$ cat src/sv/zoom_stepper_positioner_unit_macros.svh
// Assertion macros shared by the zoom stepper positioner modules.
// Each macro expects clk and rst_n to be visible in the module that uses it.
`ifndef ZOOM_STEPPER_POSITIONER_UNIT_MACROS_SVH
`define ZOOM_STEPPER_POSITIONER_UNIT_MACROS_SVH

// The consequent must hold in the same cycle as the antecedent.
`define ZSP_ASSERT_SAME(label, ante, cons, msg) \
  label: assert property (@(posedge clk) disable iff (!rst_n) (ante) |-> (cons)) \
    else $error(msg);

// The consequent must hold in the cycle after the antecedent.
`define ZSP_ASSERT_NEXT(label, ante, cons, msg) \
  label: assert property (@(posedge clk) disable iff (!rst_n) (ante) |=> (cons)) \
    else $error(msg);

`endif

$ cat src/sv/zsp_pkg.sv
// Package for the zoom stepper positioner: payload types, tables and constants.
// No dependencies; used by zsp_table_lookup and the top level.
package zsp_pkg;

  localparam int TABLE_MAX = 16;

  localparam logic [10:0] COORD_TAB [TABLE_MAX] = '{
    11'd40, 11'd108, 11'd182, 11'd398, 11'd614, 11'd856, 11'd910, 11'd1000,
    11'd1020, 11'd1040, 11'd0, 11'd0, 11'd0, 11'd0, 11'd0, 11'd0
  };

  localparam logic [7:0] FOCAL_TAB [TABLE_MAX] = '{
    8'd20, 8'd24, 8'd28, 8'd35, 8'd50, 8'd70, 8'd80, 8'd105,
    8'd135, 8'd200, 8'd0, 8'd0, 8'd0, 8'd0, 8'd0, 8'd0
  };

  localparam logic [7:0] PAT_FWD [4] = '{8'h10, 8'h14, 8'h04, 8'h00};
  localparam logic [7:0] PAT_BWD [4] = '{8'h00, 8'h04, 8'h14, 8'h10};

  localparam logic [10:0] HOME_COORD_RST = 11'd1040;
  localparam logic [10:0] STEP_LIMIT_RST = 11'd1060;
  localparam logic [10:0] COUNT_MAX      = 11'd2047;
  localparam logic [7:0]  FOCAL_ALIAS    = 8'd14;
  localparam logic [7:0]  HOME_FOCAL     = 8'd200;

  localparam logic [0:0] CFG_HOME_COORD = 1'd0;
  localparam logic [0:0] CFG_STEP_LIMIT = 1'd1;

  typedef struct packed {
    logic       set_dest;
    logic [7:0] dest_focal;
    logic       reset_cmd;
    logic       home_switch;
  } zsp_in_t;

  typedef struct packed {
    logic       coil_a;
    logic       coil_b;
    logic       driver_enable;
    logic       charge_inhibit;
    logic       busy_res;
    logic       homed;
    logic       fault;
    logic [7:0] location;
  } zsp_out_t;

endpackage

$ cat src/sv/zoom_stepper_positioner_unit.sv
// Zoom stepper positioner top level: state update, motor drive and result register.
// Depends on zsp_pkg, zsp_table_lookup and zoom_stepper_positioner_unit_macros.svh.
// The result of an item is registered and valid in the cycle after the item is accepted.
// Throughput: one item per cycle while the output is not stalled; the single-pass state update sets this figure.
// Reset (synchronous, rst_n low) clears all motion state and the result register
// valid, and loads the home coordinate with 1040 and the homing step limit with 1060.
`include "zoom_stepper_positioner_unit_macros.svh"

module zoom_stepper_positioner_unit
  import zsp_pkg::*;
#(
  parameter int TABLE_ENTRIES = 10
) (
  input  logic        clk,
  input  logic        rst_n,
  input  logic        in_valid,
  output logic        in_stall,
  input  zsp_in_t     in_data,
  output logic        out_valid,
  input  logic        out_stall,
  output zsp_out_t    out_data,
  input  logic        cfg_we,
  input  logic [0:0]  cfg_index,
  input  logic [10:0] cfg_data
);

  logic [10:0] home_coord_r, step_limit_r;
  logic        homed_flag_r, motor_active_r, fault_flag_r, step_dir_r;
  logic        charge_locked_r, move_announced_r;
  logic [7:0]  current_focal_r, target_focal_r;
  logic [10:0] position_r, steps_left_r, homing_count_r;
  logic [1:0]  phase_r;

  logic        homed_flag_nxt, motor_active_nxt, fault_flag_nxt, step_dir_nxt;
  logic        charge_locked_nxt, move_announced_nxt;
  logic [7:0]  current_focal_nxt, target_focal_nxt;
  logic [10:0] position_nxt, steps_left_nxt, homing_count_nxt;
  logic [1:0]  phase_nxt;

  logic        hf_a, ma_a, cl_a, dir_a;
  logic [7:0]  cf_a, tf_a;
  logic [10:0] hc_a;

  logic        org_hit, dst_hit;
  logic [10:0] org_coord, dst_coord, origin;

  logic        out_valid_r;
  zsp_out_t    out_r, out_nxt;
  logic        accept;
  logic [7:0]  pat;

  assign in_stall  = out_valid_r && out_stall;
  assign accept    = in_valid && !in_stall;
  assign out_valid = out_valid_r;
  assign out_data  = out_r;

  // Destination load and reset command.
  always_comb begin
    tf_a  = in_data.set_dest ? in_data.dest_focal : target_focal_r;
    cf_a  = current_focal_r;
    hf_a  = homed_flag_r;
    hc_a  = homing_count_r;
    cl_a  = charge_locked_r;
    dir_a = step_dir_r;
    ma_a  = motor_active_r;
    if (in_data.reset_cmd) begin
      hc_a = '0;
      if (!in_data.home_switch) begin
        hf_a = 1'b1;
        cf_a = HOME_FOCAL;
      end else begin
        hf_a  = 1'b0;
        cl_a  = 1'b1;
        dir_a = 1'b0;
        ma_a  = 1'b1;
      end
    end
  end

  zsp_table_lookup #(.TABLE_ENTRIES(TABLE_ENTRIES)) u_org_lookup (
    .focal (cf_a),
    .hit   (org_hit),
    .coord (org_coord)
  );

  zsp_table_lookup #(.TABLE_ENTRIES(TABLE_ENTRIES)) u_dst_lookup (
    .focal (tf_a),
    .hit   (dst_hit),
    .coord (dst_coord)
  );

  assign origin = (cf_a == 8'd0) ? position_r : org_coord;

  // Move planning and motor drive.
  always_comb begin
    homed_flag_nxt     = hf_a;
    motor_active_nxt   = ma_a;
    fault_flag_nxt     = fault_flag_r;
    step_dir_nxt       = dir_a;
    charge_locked_nxt  = cl_a;
    move_announced_nxt = move_announced_r;
    current_focal_nxt  = cf_a;
    target_focal_nxt   = tf_a;
    position_nxt       = position_r;
    steps_left_nxt     = steps_left_r;
    homing_count_nxt   = hc_a;
    phase_nxt          = phase_r;
    pat                = 8'h00;
    out_nxt            = '0;

    if (!ma_a) begin
      if (cf_a == tf_a) begin
        if (move_announced_r) begin
          charge_locked_nxt  = 1'b0;
          move_announced_nxt = 1'b0;
        end
      end else begin
        if (!move_announced_r) begin
          charge_locked_nxt  = 1'b1;
          move_announced_nxt = 1'b1;
        end
        if (cf_a != 8'd0 && !org_hit) begin
          homing_count_nxt  = '0;
          charge_locked_nxt = 1'b0;
          if (!in_data.home_switch) begin
            homed_flag_nxt    = 1'b1;
            current_focal_nxt = HOME_FOCAL;
          end else begin
            homed_flag_nxt   = 1'b0;
            step_dir_nxt     = 1'b0;
            motor_active_nxt = 1'b1;
          end
        end else if (!dst_hit) begin
          target_focal_nxt  = cf_a;
          charge_locked_nxt = 1'b0;
        end else begin
          if (dst_coord > origin) begin
            step_dir_nxt   = 1'b0;
            steps_left_nxt = dst_coord - origin;
          end else begin
            step_dir_nxt   = 1'b1;
            steps_left_nxt = origin - dst_coord;
          end
          motor_active_nxt = 1'b1;
        end
      end
    end

    if (motor_active_nxt && !fault_flag_r) begin
      if (!homed_flag_nxt) begin
        out_nxt.driver_enable = 1'b1;
        if (!in_data.home_switch) begin
          homed_flag_nxt    = 1'b1;
          current_focal_nxt = HOME_FOCAL;
          position_nxt      = home_coord_r;
          homing_count_nxt  = '0;
          motor_active_nxt  = 1'b0;
          charge_locked_nxt = 1'b0;
        end else begin
          pat       = PAT_FWD[phase_r];
          phase_nxt = phase_r + 2'd1;
          if (homing_count_nxt > step_limit_r) begin
            fault_flag_nxt    = 1'b1;
            charge_locked_nxt = 1'b0;
          end
          if (homing_count_nxt != COUNT_MAX) begin
            homing_count_nxt = homing_count_nxt + 11'd1;
          end
        end
      end else if (steps_left_nxt != 11'd0) begin
        steps_left_nxt        = steps_left_nxt - 11'd1;
        out_nxt.driver_enable = 1'b1;
        pat                   = step_dir_nxt ? PAT_BWD[phase_r] : PAT_FWD[phase_r];
        phase_nxt             = phase_r + 2'd1;
      end else begin
        current_focal_nxt = target_focal_nxt;
        motor_active_nxt  = 1'b0;
        charge_locked_nxt = 1'b0;
      end
    end

    out_nxt.coil_a         = pat[4];
    out_nxt.coil_b         = pat[2];
    out_nxt.charge_inhibit = charge_locked_nxt;
    out_nxt.busy_res       = motor_active_nxt && !fault_flag_nxt;
    out_nxt.homed          = homed_flag_nxt;
    out_nxt.fault          = fault_flag_nxt;
    out_nxt.location       = current_focal_nxt;
  end

  always_ff @(posedge clk) begin
    if (!rst_n) begin
      home_coord_r <= HOME_COORD_RST;
      step_limit_r <= STEP_LIMIT_RST;
    end else if (cfg_we) begin
      case (cfg_index)
        CFG_HOME_COORD: home_coord_r <= cfg_data;
        CFG_STEP_LIMIT: step_limit_r <= cfg_data;
        default: ;
      endcase
    end
  end

  always_ff @(posedge clk) begin
    if (!rst_n) begin
      homed_flag_r     <= 1'b0;
      motor_active_r   <= 1'b0;
      fault_flag_r     <= 1'b0;
      step_dir_r       <= 1'b0;
      charge_locked_r  <= 1'b0;
      move_announced_r <= 1'b0;
      current_focal_r  <= '0;
      target_focal_r   <= '0;
      position_r       <= '0;
      steps_left_r     <= '0;
      homing_count_r   <= '0;
      phase_r          <= '0;
    end else if (accept) begin
      homed_flag_r     <= homed_flag_nxt;
      motor_active_r   <= motor_active_nxt;
      fault_flag_r     <= fault_flag_nxt;
      step_dir_r       <= step_dir_nxt;
      charge_locked_r  <= charge_locked_nxt;
      move_announced_r <= move_announced_nxt;
      current_focal_r  <= current_focal_nxt;
      target_focal_r   <= target_focal_nxt;
      position_r       <= position_nxt;
      steps_left_r     <= steps_left_nxt;
      homing_count_r   <= homing_count_nxt;
      phase_r          <= phase_nxt;
    end
  end

  always_ff @(posedge clk) begin
    if (!rst_n) begin
      out_valid_r <= 1'b0;
    end else if (accept) begin
      out_valid_r <= 1'b1;
    end else if (!out_stall) begin
      out_valid_r <= 1'b0;
    end
  end

  always_ff @(posedge clk) begin
    if (accept) begin
      out_r <= out_nxt;
    end
  end

  `ZSP_ASSERT_NEXT(a_fault_sticky, fault_flag_r, fault_flag_r, "fault flag cleared without reset")
  `ZSP_ASSERT_SAME(a_coils_idle, out_valid_r && !out_r.driver_enable,
                   !out_r.coil_a && !out_r.coil_b, "coil driven while driver disabled")
  `ZSP_ASSERT_SAME(a_fault_not_busy, out_valid_r && out_r.fault, !out_r.busy_res,
                   "busy reported during a fault")

endmodule

$ cat src/sv/zsp_table_lookup.sv
// Focal length to motor coordinate lookup over the focal table.
// Depends on zsp_pkg for the tables and the alias focal length.
module zsp_table_lookup
  import zsp_pkg::*;
#(
  parameter int TABLE_ENTRIES = 10
) (
  input  logic [7:0]  focal,
  output logic        hit,
  output logic [10:0] coord
);

  always_comb begin
    hit   = 1'b0;
    coord = '0;
    for (int i = TABLE_ENTRIES - 1; i >= 0; i--) begin
      if (FOCAL_TAB[i] == focal) begin
        hit   = 1'b1;
        coord = COORD_TAB[i];
      end
    end
    if (focal == FOCAL_ALIAS) begin
      hit   = 1'b1;
      coord = COORD_TAB[0];
    end
  end

endmodule

$ cat config.mk
export PLATFORM = sky130hd
export DESIGN_NAME = zoom_stepper_positioner_unit
export DESIGN_NICKNAME = d
export VERILOG_FILES = /design/src/sv/zsp_pkg.sv /design/src/sv/zoom_stepper_positioner_unit.sv /design/src/sv/zsp_table_lookup.sv
export VERILOG_INCLUDE_DIRS = /design/src /design/src/sv
export SDC_FILE = /design/constraint.sdc
export NUM_CORES = 1
export LEC_CHECK = 0
export BUFFER_PORTS_ARGS = -buffer_cell sky130_fd_sc_hd__buf_2
export CORE_MARGIN = 2
export CORE_UTILIZATION = 25
export CTS_CLUSTER_SIZE = 14
export DETAILED_ROUTE_END_ITERATION = 8
export HOLD_SLACK_MARGIN = 0.08
export PLACE_DENSITY = 0.5
export SLEW_MARGIN = 10
export SYNTH_ARGS = -nofsm -noshare
export SYNTH_HDL_FRONTEND = slang
export SYNTH_SLANG_ARGS = --single-unit
$ cat constraint.sdc
create_clock -name clk -period 18 [get_ports clk]
set_input_delay 3.6 -clock clk [delete_from_list [all_inputs] [get_ports clk]]
set_output_delay 3.6 -clock clk [all_outputs]
set_load 0.05 [all_outputs]
# Yosys cells after proc, flatten, opt, wreduce, memory -nomap -nowiden
# Index checks and enable logic that the tools add are counted.
classes:
  n_reduce_logical: 18
  n_mux: 137
  n_eq_ne: 26
  addsub: 5
  order_cmp: 3
  bitwise_logic: 5
op_table:
  columns: ["op", "count"]
  rows:
  - ["2-to-1 mux 11 bit", 39]
  - ["2-to-1 mux 8 bit", 15]
  - ["2-to-1 mux 1 bit", 70]
  - ["== test 5 x 8 -> 1 bit, first input constant", 6]
  - ["== test 7 x 8 -> 1 bit, first input constant", 6]
  - ["2-to-1 mux 5 bit", 8]
  - ["binary-select mux 8 bit (select 2 bit)", 2]
  - ["== test 6 x 8 -> 1 bit, first input constant", 4]
  - ["== test 8 bit, first input constant", 4]
  - ["> comparator 11 bit", 2]
  - ["subtractor 11 bit", 2]
  - ["== test 8 x 4 -> 1 bit, second input constant", 2]
  - ["adder 11 x 1 -> 11 bit, second input constant", 1]
  - ["inequality test 11 bit, second input constant", 1]
  - ["nonzero test 11 bit", 1]
  - ["subtractor 11 x 1 -> 11 bit, second input constant", 1]
  - ["== test 8 bit", 1]
  - ["zero test 8 bit", 1]
  - ["AND reduction 4 bit", 2]
  - ["nonzero test 8 bit", 1]
  - ["2-to-1 mux 2 bit", 3]
  - ["AND reduction 2 bit", 3]
  - ["logical AND 1 bit", 5]
  - ["zero test 1 bit", 4]
  - ["6 further kinds", 10]
word_totals:
  regBits: 95
  word_cells: 217
  in_bits: 28
  out_inout_bits: 17

# Longest topological paths before layout
# Gate-level depths: netlist of run 1.
depth:
  word_depth: 26
  mapped_depth: 28
  mapped_depth_nobuf: 24

# By module
# From an unflattened synthesis of run 1, not the netlist that was laid out.
unflattened:
  hier_cells: 918
  hier_area_um2: 7201.9
modules_own_cells:
  columns: ["module", "cells_each", "area_per_inst_um2", "instances", "seq_area_each_um2"]
  rows:
  - ["zoom_stepper_positioner_unit", 814, 6486.2, 1, 2052.0]
  - ["zsp_table_lookup", 52, 357.8, 2, 0.0]

# Worst setup path before layout of run 1
# OpenSTA, ideal clock, no wires.
synth_timing:
  kind: "input port to flip-flop"
  startpoint: "input port in_data[10] (netlist bit)"
  endpoint: "register out_r, in the netlist out_data[6], data pin"
  setup_ps: 266
  stages: 26
  t_required_ps: 17734
  arrival_ps: 8733
  n_path_buf: 4
  slack_ps: 9001
  path_cell_list: "buf_4 mux2_2 nand3b_1 nor2b_1 or2_2 or3_1 or3_1 inv_1 ha_1 clkbuf_1 a21o_1 a221oi_1 o211a_1 buf_4 nor2_2 nand2_1 o21ai_0 mux2i_1 ha_1 nand2_1 or4b_4 a221oi_4 buf_6 nand2_1 nor2_1 a21oi_1"
synth_via:
  elab_chain_cells: 23
  word_cells_on_any_way: 61
  classes_between: "2 x add/sub; 1 x order compare; 12 x eq/ne; 44 x mux; 2 x reduce/logical"
synth_lines:
  columns: ["element", "line", "text"]
  rows:
  - ["from (decl)", "zoom_stepper_positioner_unit.sv:18", "input zsp_in_t in_data,"]
  - ["2-to-1 mux 8 bit (*)", "zoom_stepper_positioner_unit.sv:59", "tf_a = in_data.set_dest ? in_data.dest_focal : target_focal_r;"]
  - ["== test 8 bit", "zsp_table_lookup.sv:17", "if (FOCAL_TAB[i] == focal) begin"]
  - ["2-to-1 mux 11 bit (10 in series)", "zsp_table_lookup.sv:17", null]
  - ["2-to-1 mux 11 bit", "zsp_table_lookup.sv:22", "if (focal == FOCAL_ALIAS) begin"]
  - ["subtractor 11 bit (tied with other cells)", "zoom_stepper_positioner_unit.sv:142", "steps_left_nxt = origin - dst_coord;"]
  - ["2-to-1 mux 11 bit", "zoom_stepper_positioner_unit.sv:137", "if (dst_coord > origin) begin"]
  - ["2-to-1 mux 11 bit", "zoom_stepper_positioner_unit.sv:133", "end else if (!dst_hit) begin"]
  - ["2-to-1 mux 11 bit", "zoom_stepper_positioner_unit.sv:122", "if (cf_a != 8'd0 && !org_hit) begin"]
  - ["2-to-1 mux 11 bit", "zoom_stepper_positioner_unit.sv:112", "if (cf_a == tf_a) begin"]
  - ["2-to-1 mux 11 bit", "zoom_stepper_positioner_unit.sv:111", "if (!ma_a) begin"]
  - ["nonzero test 11 bit", "zoom_stepper_positioner_unit.sv:170", "end else if (steps_left_nxt != 11'd0) begin"]
  - ["2-to-1 mux 8 bit", "zoom_stepper_positioner_unit.sv:170", null]
  - ["2-to-1 mux 8 bit", "zoom_stepper_positioner_unit.sv:150", "if (!homed_flag_nxt) begin"]
  - ["2-to-1 mux 8 bit (*)", "zoom_stepper_positioner_unit.sv:149", "if (motor_active_nxt && !fault_flag_r) begin"]
  - ["via current_focal_nxt[6]", "zoom_stepper_positioner_unit.sv:36", "logic [7:0] current_focal_nxt, target_focal_nxt;"]
  - ["to (signal assigned)", "zoom_stepper_positioner_unit.sv:246", "out_r <= out_nxt;"]
  - ["to (decl)", "zoom_stepper_positioner_unit.sv:48", "zsp_out_t out_r, out_nxt;"]
# The timed path passes the listed nets; every way through them passes the cells marked *.
# A chain may end at the register's enable or synchronous reset.

# Worst setup path in the final report of run 1
# Ends and elaborated chain as after synthesis.

==> run summary, run 1 <==
Port Buffers -> 44
CTS Sinks -> 95
Area growth, synth to finish -> 11.1%
Synth Flop Type -> dfxtp_1
WP data arrival -> 10.00 ns
cts repair resizes -> 0
first-pass GRT wire length -> 37.1 mm
Post-CTS Setup Inserts -> 0
post-synthesis cell count -> 951
peak supply drop -> 0.0543 mV
worst min path class -> reg2reg
initial core utilization -> 0.254
syn_nets -> 1015
initial antenna violation count -> 1
Top delay family on crit path -> simple AND/OR/NAND/NOR gates
synth warn -> 0
Initial DRC Count -> 484
fin. max-slew vios -> 0
drt via density -> 5.20
Setup Skew -> 0.0185 ns
outcome -> finished clean
final instance area -> 8380 µm²
drt drc -> 0
post-layout minimum cycle time -> 9.90 ns
Hold Violations, Final -> 0
Final period util -> 0.550
H-Tree Depth -> 3
post-synthesis sequential area ratio -> 0.272
share of cells above drive strength 1 -> 0.137
fin nets -> 1031
die area -> 31600 µm²
dpl cells -> 1346
max_cap viols -> 0
post-DP HPWL -> 17.6 mm
CP max stage delay -> 0.70 ns
asr flop ratio synth -> 0
Tot GR Track Use -> 0.149
CP bufs+invs -> 2
Pleak -> 3.26 nW
CP max FO -> 31
WHS Path Cells -> 2
worst-margin pin slew -> 0.906 ns
Post-CTS Hold Fix Bufs -> 0
relative slew slack -> 0.391
WP data required -> 18.10 ns
Setup TNS -> 0 ns
vias in the first global route -> 6758
pre-CTS setup slack -> 7.78 ns
CP most frequent cell -> nand2_1
Routed wire per std cell -> 16.9 µm
CTS root buf -> clkbuf_16
Core ar. -> 29700 µm²
worst-path cell chain -> buf_2 > mux2i_2 > nand3b_1 > nor2b_1 > or2_2 > or3_1 > or3_1 > inv_1 > ha_1 > a21o_1 > a221oi_1 > o211a_1 > nor2_2 > nand2_1 > o21ai_0 > mux2i_1 > ha_1 > nand2_1 > or4b_4 > a221oi_4 > nand2_1 > nor2_1 > a21oi_1
Syn Area/Cell -> 7.93 µm²
Die Height -> 178 µm
row count -> 63
commonest non-fill, non-tap cells in the layout -> nand2_1, dfxtp_1, nor2_1, a21oi_1, inv_1
Yosys cell types -> 103
startpoint class of the critical path -> input port
slowest library cell on the worst path -> a221oi_4
Synth Cell Area -> 7540 µm²
RSZ-0062 raised after global routing -> false
clk buf depth -> 2
Die W -> 178 µm
Yosys reg bits -> 95
final setup margin -> 8.10 ns
commonest non-fill, non-tap cell in the layout -> nand2_1
grt total ovfl -> 0
TritonCTS clock tree -> done
Finish-stage setup viols -> 0
FILL cells -> 3242
Final ANT Viol Nets -> 0
Area after DPL -> 8100 µm²
io pins -> 45
maximum number of pins on one net before global-route repair -> 51
Routed WL -> 23.0 mm
first-pass iteration count of the detailed router -> 6
clk slew on worst S/H paths -> 0.07 ns
ant diodes -> 0
Post-synth EDFFs -> 15
Layout Utilization -> 0.282
final std cells w/o fill -> 1362
cell count along the critical path -> 23
Crit Path Class -> in2reg
Clk Latency, worst-skew pair -> 0.37 ns
FMAX -> 101 MHz
pwr dens -> 91.9 nW/µm²
Register-to-Register Path Depth -> 20
CP Capture Type -> flip-flop
CTS buffer count -> 9
DR vias -> 7087
RD Place Congestion -> 0.851
synth_stat cells (4+ instances only):
library cell | n | area (µm²)
a211o_1 | 8 | 70.1
a211oi_1 | 11 | 82.6
a21o_1 | 13 | 97.6
a21oi_1 | 64 | 320
a221oi_1 | 4 | 35.0
a22oi_1 | 4 | 30.0
a31oi_1 | 14 | 87.6
a32o_1 | 6 | 60.1
and2_1 | 9 | 56.3
and3_1 | 12 | 75.1
buf_1 | 5 | 18.8
buf_2 | 15 | 75.1
buf_4 | 6 | 45.0
clkbuf_1 | 22 | 82.6
dfxtp_1 | 80 | 1600
edfxtp_1 | 15 | 450
ha_1 | 34 | 425
inv_1 | 57 | 214
mux2_2 | 7 | 78.8
mux2i_1 | 32 | 320
nand2_1 | 118 | 443
nand2b_1 | 10 | 62.6
nand3_1 | 31 | 155
nand4_1 | 9 | 56.3
nand4b_1 | 4 | 35.0
nor2_1 | 76 | 285
nor2b_1 | 11 | 68.8
nor3_1 | 26 | 130
nor3b_1 | 7 | 52.6
nor4_1 | 10 | 62.6
nor4b_1 | 4 | 35.0
o211a_1 | 4 | 40.0
o211ai_1 | 12 | 90.1
o21a_1 | 12 | 90.1
o21ai_0 | 38 | 190
o22ai_1 | 9 | 56.3
o31a_1 | 4 | 35.0
o31ai_1 | 8 | 60.1
or2_2 | 10 | 62.6
or3_1 | 12 | 75.1
or4_1 | 5 | 37.5
xnor2_1 | 12 | 105
xor2_1 | 8 | 70.1
report_power, final:
| part | total [W] | switching, W | leakage (nW) | internal, W |
|---|---|---|---|---|
| Sequential | 0.000255 | 0.0000202 | 0.801 | 0.000235 |
| Clock | 0.000189 | 0.0000920 | 0.134 | 0.0000966 |
| Combinational | 0.000326 | 0.000207 | 2.33 | 0.000118 |
flip-flops by register name, indices dropped and copies added (netlist names):
signal	cells
move_announced_r	1
steps_left_r	11
fault_flag_r	1
homed_flag_r	1
phase_r	2
position_r	11
homing_count_r	11
target_focal_r	8
step_limit_r	11
charge_locked_r	1
out_valid	1
home_coord_r	11
out_data	15
motor_active_r	1
current_focal_r	8
step_dir_r	1
layer usage:
metal	share of wire	vias to the layer above	GRT usage
met5	0.00056	-	0
met4	0.016	2	0.0444
met3	0.040	25	0.0195
met2	0.48	172	0.250
met1	0.47	3376	0.199
li1	-	3512	-
path summary, 6_finish.rpt:
check | to | start | slack, ns
max | out_data[6]$_DFFE_PP_ | in_data[10] | 8.10
min | home_coord_r[1]$_SDFFE_PN0P_ | home_coord_r[1]$_SDFFE_PN0P_ | 0.45
max reg2reg | out_data[6]$_DFFE_PP_ | current_focal_r[3]$_SDFFE_PN0P_ | 11.48
min reg2reg | home_coord_r[1]$_SDFFE_PN0P_ | home_coord_r[1]$_SDFFE_PN0P_ | 0.45
through the flow:
step | hold slack, ns | total power, W
global route | 0.472 | 0.000816
finish | 0.455 | 0.000770
detailed placement | 0.447 | 0.000582
CTS | 0.457 | 0.000773
global placement | 0.444 | 0.000582
floorplan | 0.436 | 0.000505
worst register-to-register path, stage by stage (launching register included):
cell,delay [ns]
dfxtp_1,0.55
or2_2,0.42
nor3_1,0.38
o21a_1,0.37
nand2_1,0.11
nand4_1,0.23
ha_1,0.41
a211o_1,0.35
a221oi_1,0.33
o211a_1,0.38
nor2_2,0.14
nand2_1,0.09
o21ai_0,0.08
mux2i_1,0.24
ha_1,0.22
nand2_1,0.06
or4b_4,0.50
a221oi_4,0.70
nand2_1,0.44
nor2_1,0.20
a21oi_1,0.06
layout make-up:
class | count | area (µm²) | area share
Multi-Input combinational cell | 747 | 5030 | 0.601
Sequential cell | 95 | 2050 | 0.245
Tap cell | 390 | 488 | 0.0582
Timing Repair Buffer | 55 | 303 | 0.0361
Clock buffer | 11 | 233 | 0.0278
Inverter | 59 | 221 | 0.0264
Clock inverter | 5 | 50.0 | 0.00597
kinds of logic after synthesis:
family,after synthesis,synth area share
AOI/OAI and AO/OA,254,0.239
xor gates and xnor gates,20,0.0232
adders and majority gates,36,0.0617
buffers and inverters,109,0.0617
DFF,95,0.272
muxes,44,0.0620
and+or+nand+nor,393,0.281
Note: power is estimated with default switching activity, not from simulation.
==> inputs of run 2 (changes only) <==
- PLACE_DENSITY: 0.5 -> 0.51
- clock period: 18 -> 8.7 ns (I/O delays scaled with it)
==> run 2 against run 1 <==
Compared with the run above: sequential share of layout area is 0.26 points lower; power is 120% higher; largest cell class unchanged; core utilization is 0.30 points higher; first-iteration DRC count is 6.0% higher; cell area is 1.1% higher; critical path type unchanged; largest power group unchanged; hold slack worse by 0.0015 ns; non-clock buffer count is 3 higher.
==> run summary, run 2 (same netlist as run 1, synthesis figures left out) <==
clk slew on worst S/H paths -> 0.07 ns (about the same)
drt drc -> 0 (unchanged)
first-pass GRT wire length -> 36.3 mm (-2.2%)
worst-margin pin slew -> 0.852 ns (-0.0537 ns)
Tot GR Track Use -> 0.146 (-0.00349)
fin nets -> 1034 (+0.29%)
startpoint class of the critical path -> input port
CP max FO -> 31 (unchanged)
WP data arrival -> 7.77 ns (-2.23 ns)
Routed wire per std cell -> 16.7 µm (-1.3%)
WP data required -> 8.78 ns (-9.32 ns)
io pins -> 45 (unchanged)
Final period util -> 0.883
CTS Sinks -> 95 (unchanged)
Final ANT Viol Nets -> 0 (unchanged)
first-pass iteration count of the detailed router -> 5 (-1)
CTS buffer count -> 9 (unchanged)
max reg flops -> 15 (unchanged)
Register-to-Register Path Depth -> 20 (unchanged)
grt total ovfl -> 0 (unchanged)
Clk Latency, worst-skew pair -> 0.35 ns (-0.02 ns)
FMAX -> 130 MHz
worst-path cell chain -> buf_2 > mux2i_2 > nand3b_1 > nor2b_1 > or2_2 > or3_1 > or3_1 > inv_1 > ha_1 > a21o_1 > a221oi_1 > o211a_1 > nor2_2 > nand2_1 > o21ai_0 > mux2i_1 > ha_1 > nand2_1 > or4b_4 > a221oi_4 > buf_4 > nand2_1 > nor2_1 > a21oi_1
CP max stage delay -> 0.50 ns (-0.20 ns)
pwr dens -> 197 nW/µm² (+110%)
initial antenna violation count -> 2 (+1)
peak supply drop -> 0.171 mV (+220%)
Port Buffers -> 44 (unchanged)
relative slew slack -> 0.427 (+0.0361)
slowest library cell on the worst path -> or4b_4
Die Height -> 178 µm (unchanged)
Die W -> 178 µm (unchanged)
worst min path class -> reg2reg
Post-CTS Hold Fix Bufs -> 0 (unchanged)
commonest non-fill, non-tap cells in the layout -> nand2_1, dfxtp_1, nor2_1, a21oi_1, inv_1
register cell area after layout -> 2050 µm² (unchanged)
TritonCTS clock tree -> done
post-DP HPWL -> 17.4 mm (-1.1%)
Pleak -> 3.31 nW (+1.4%)
Routed WL -> 22.8 mm (-0.96%)
Finish-stage setup viols -> 0 (unchanged)
die area -> 31600 µm² (unchanged)
maximum number of pins on one net before global-route repair -> 56 (+9.8%)
pre-CTS setup slack -> 0.676 ns (-7.10 ns)
Core ar. -> 29700 µm² (unchanged)
DR vias -> 7123 (+0.51%)
Crit Path Class -> in2reg
Post-CTS Setup Inserts -> 0 (unchanged)
final setup margin -> 1.01 ns (-7.09 ns)
area occupied by multi-input gates -> 5030 µm² (unchanged)
drt via density -> 5.21 (+0.14%)
CP most frequent cell -> nand2_1
cts repair resizes -> 0 (unchanged)
H-Tree Depth -> 3 (unchanged)
clk buf depth -> 2 (unchanged)
CP Capture Type -> flip-flop
vias in the first global route -> 6599 (-2.4%)
WHS Path Cells -> 2 (unchanged)
Initial DRC Count -> 513 (+6.0%)
FILL cells -> 3221 (-0.65%)
Hold Violations, Final -> 0 (unchanged)
share of cells above drive strength 1 -> 0.141 (+0.00368)
Setup Skew -> 0.0101 ns (-0.00838 ns)
row count -> 63 (unchanged)
outcome -> finished clean
RSZ-0062 raised after global routing -> false
post-layout minimum cycle time -> 7.69 ns
max_cap viols -> 0 (unchanged)
commonest non-fill, non-tap cell in the layout -> nand2_1
Setup TNS -> 0 ns (unchanged)
Area growth, synth to finish -> 12.3%
fin. max-slew vios -> 0 (unchanged)
CTS root buf -> clkbuf_16
RD Place Congestion -> 0.898 (+5.6%)
initial core utilization -> 0.254 (unchanged)
## run 2: cell types whose count changed in the layout (fill, tap and decap cells not counted)
| cell | change |
|---|---|
| buf_4 | +3 |
| bufinv_16 | +3 |
| diode_2 | +2 |
| clkbuf_1 | -1 |
| clkinv_4 | +1 |
| clkinv_8 | -1 |
| clkinvlp_4 | -1 |
| inv_6 | -1 |
## run 2: stage by stage
step / hold WS [ns] / utilization / power (W) / cells / instance area, µm²
after global placement: 0.445 / 0.273 / 0.00120 / 1349 / 8120
after floorplan: 0.436 / - / 0.00105 / 951 / 7540
final: 0.453 / 0.285 / 0.00167 / 1367 / 8470
after detailed placement: 0.448 / 0.273 / 0.00121 / 1349 / 8120
after CTS: 0.457 / 0.285 / 0.00168 / 1365 / 8460
after global routing: 0.472 / 0.285 / 0.00176 / 1365 / 8460
## run 2: final timing paths
kind	from	endpoint	slack (ns)
max reg2reg	current_focal_r[3]$_SDFFE_PN0P_	out_data[7]$_DFFE_PP_	2.37
min	home_coord_r[5]$_SDFFE_PN0P_	home_coord_r[5]$_SDFFE_PN0P_	0.45
max	in_data[10]	out_data[7]$_DFFE_PP_	1.01
min reg2reg	home_coord_r[5]$_SDFFE_PN0P_	home_coord_r[5]$_SDFFE_PN0P_	0.45
## run 2: routing by layer
| layer | share of wire | up-vias | GRT usage |
|---|---|---|---|
| li1 | - | 3543 | - |
| met1 | 0.48 | 3391 | 0.200 |
| met2 | 0.46 | 157 | 0.236 |
| met3 | 0.037 | 32 | 0.0184 |
| met4 | 0.018 | 0 | 0.0447 |
| met5 | 0 | - | 0 |
## run 2: layout make-up
type                    instances  area share
flip-flops and latches         95       0.242
diodes                          2    0.000591
clock buffers                  10      0.0270
multi-input cells             747       0.594
well taps                     390      0.0576
clock inverters                 6      0.0137
repair buffers                 58      0.0384
inverters                      59      0.0261
## run 2: report_power, final
group	internal (W)	total [W]	switching, W	leakage, nW
Clock	0.000284	0.000466	0.000182	0.168
Sequential	0.000487	0.000529	0.0000418	0.801
Combinational	0.000250	0.000675	0.000425	2.34
## run 2: critical path, delay by kind of cell
kind / cells / cell delay, ns
mux: 2 / 0.68
fa+ha+maj: 2 / 0.53
compound gates: 6 / 1.38
buf+inv: 3 / 0.81
simple gates: 11 / 2.60
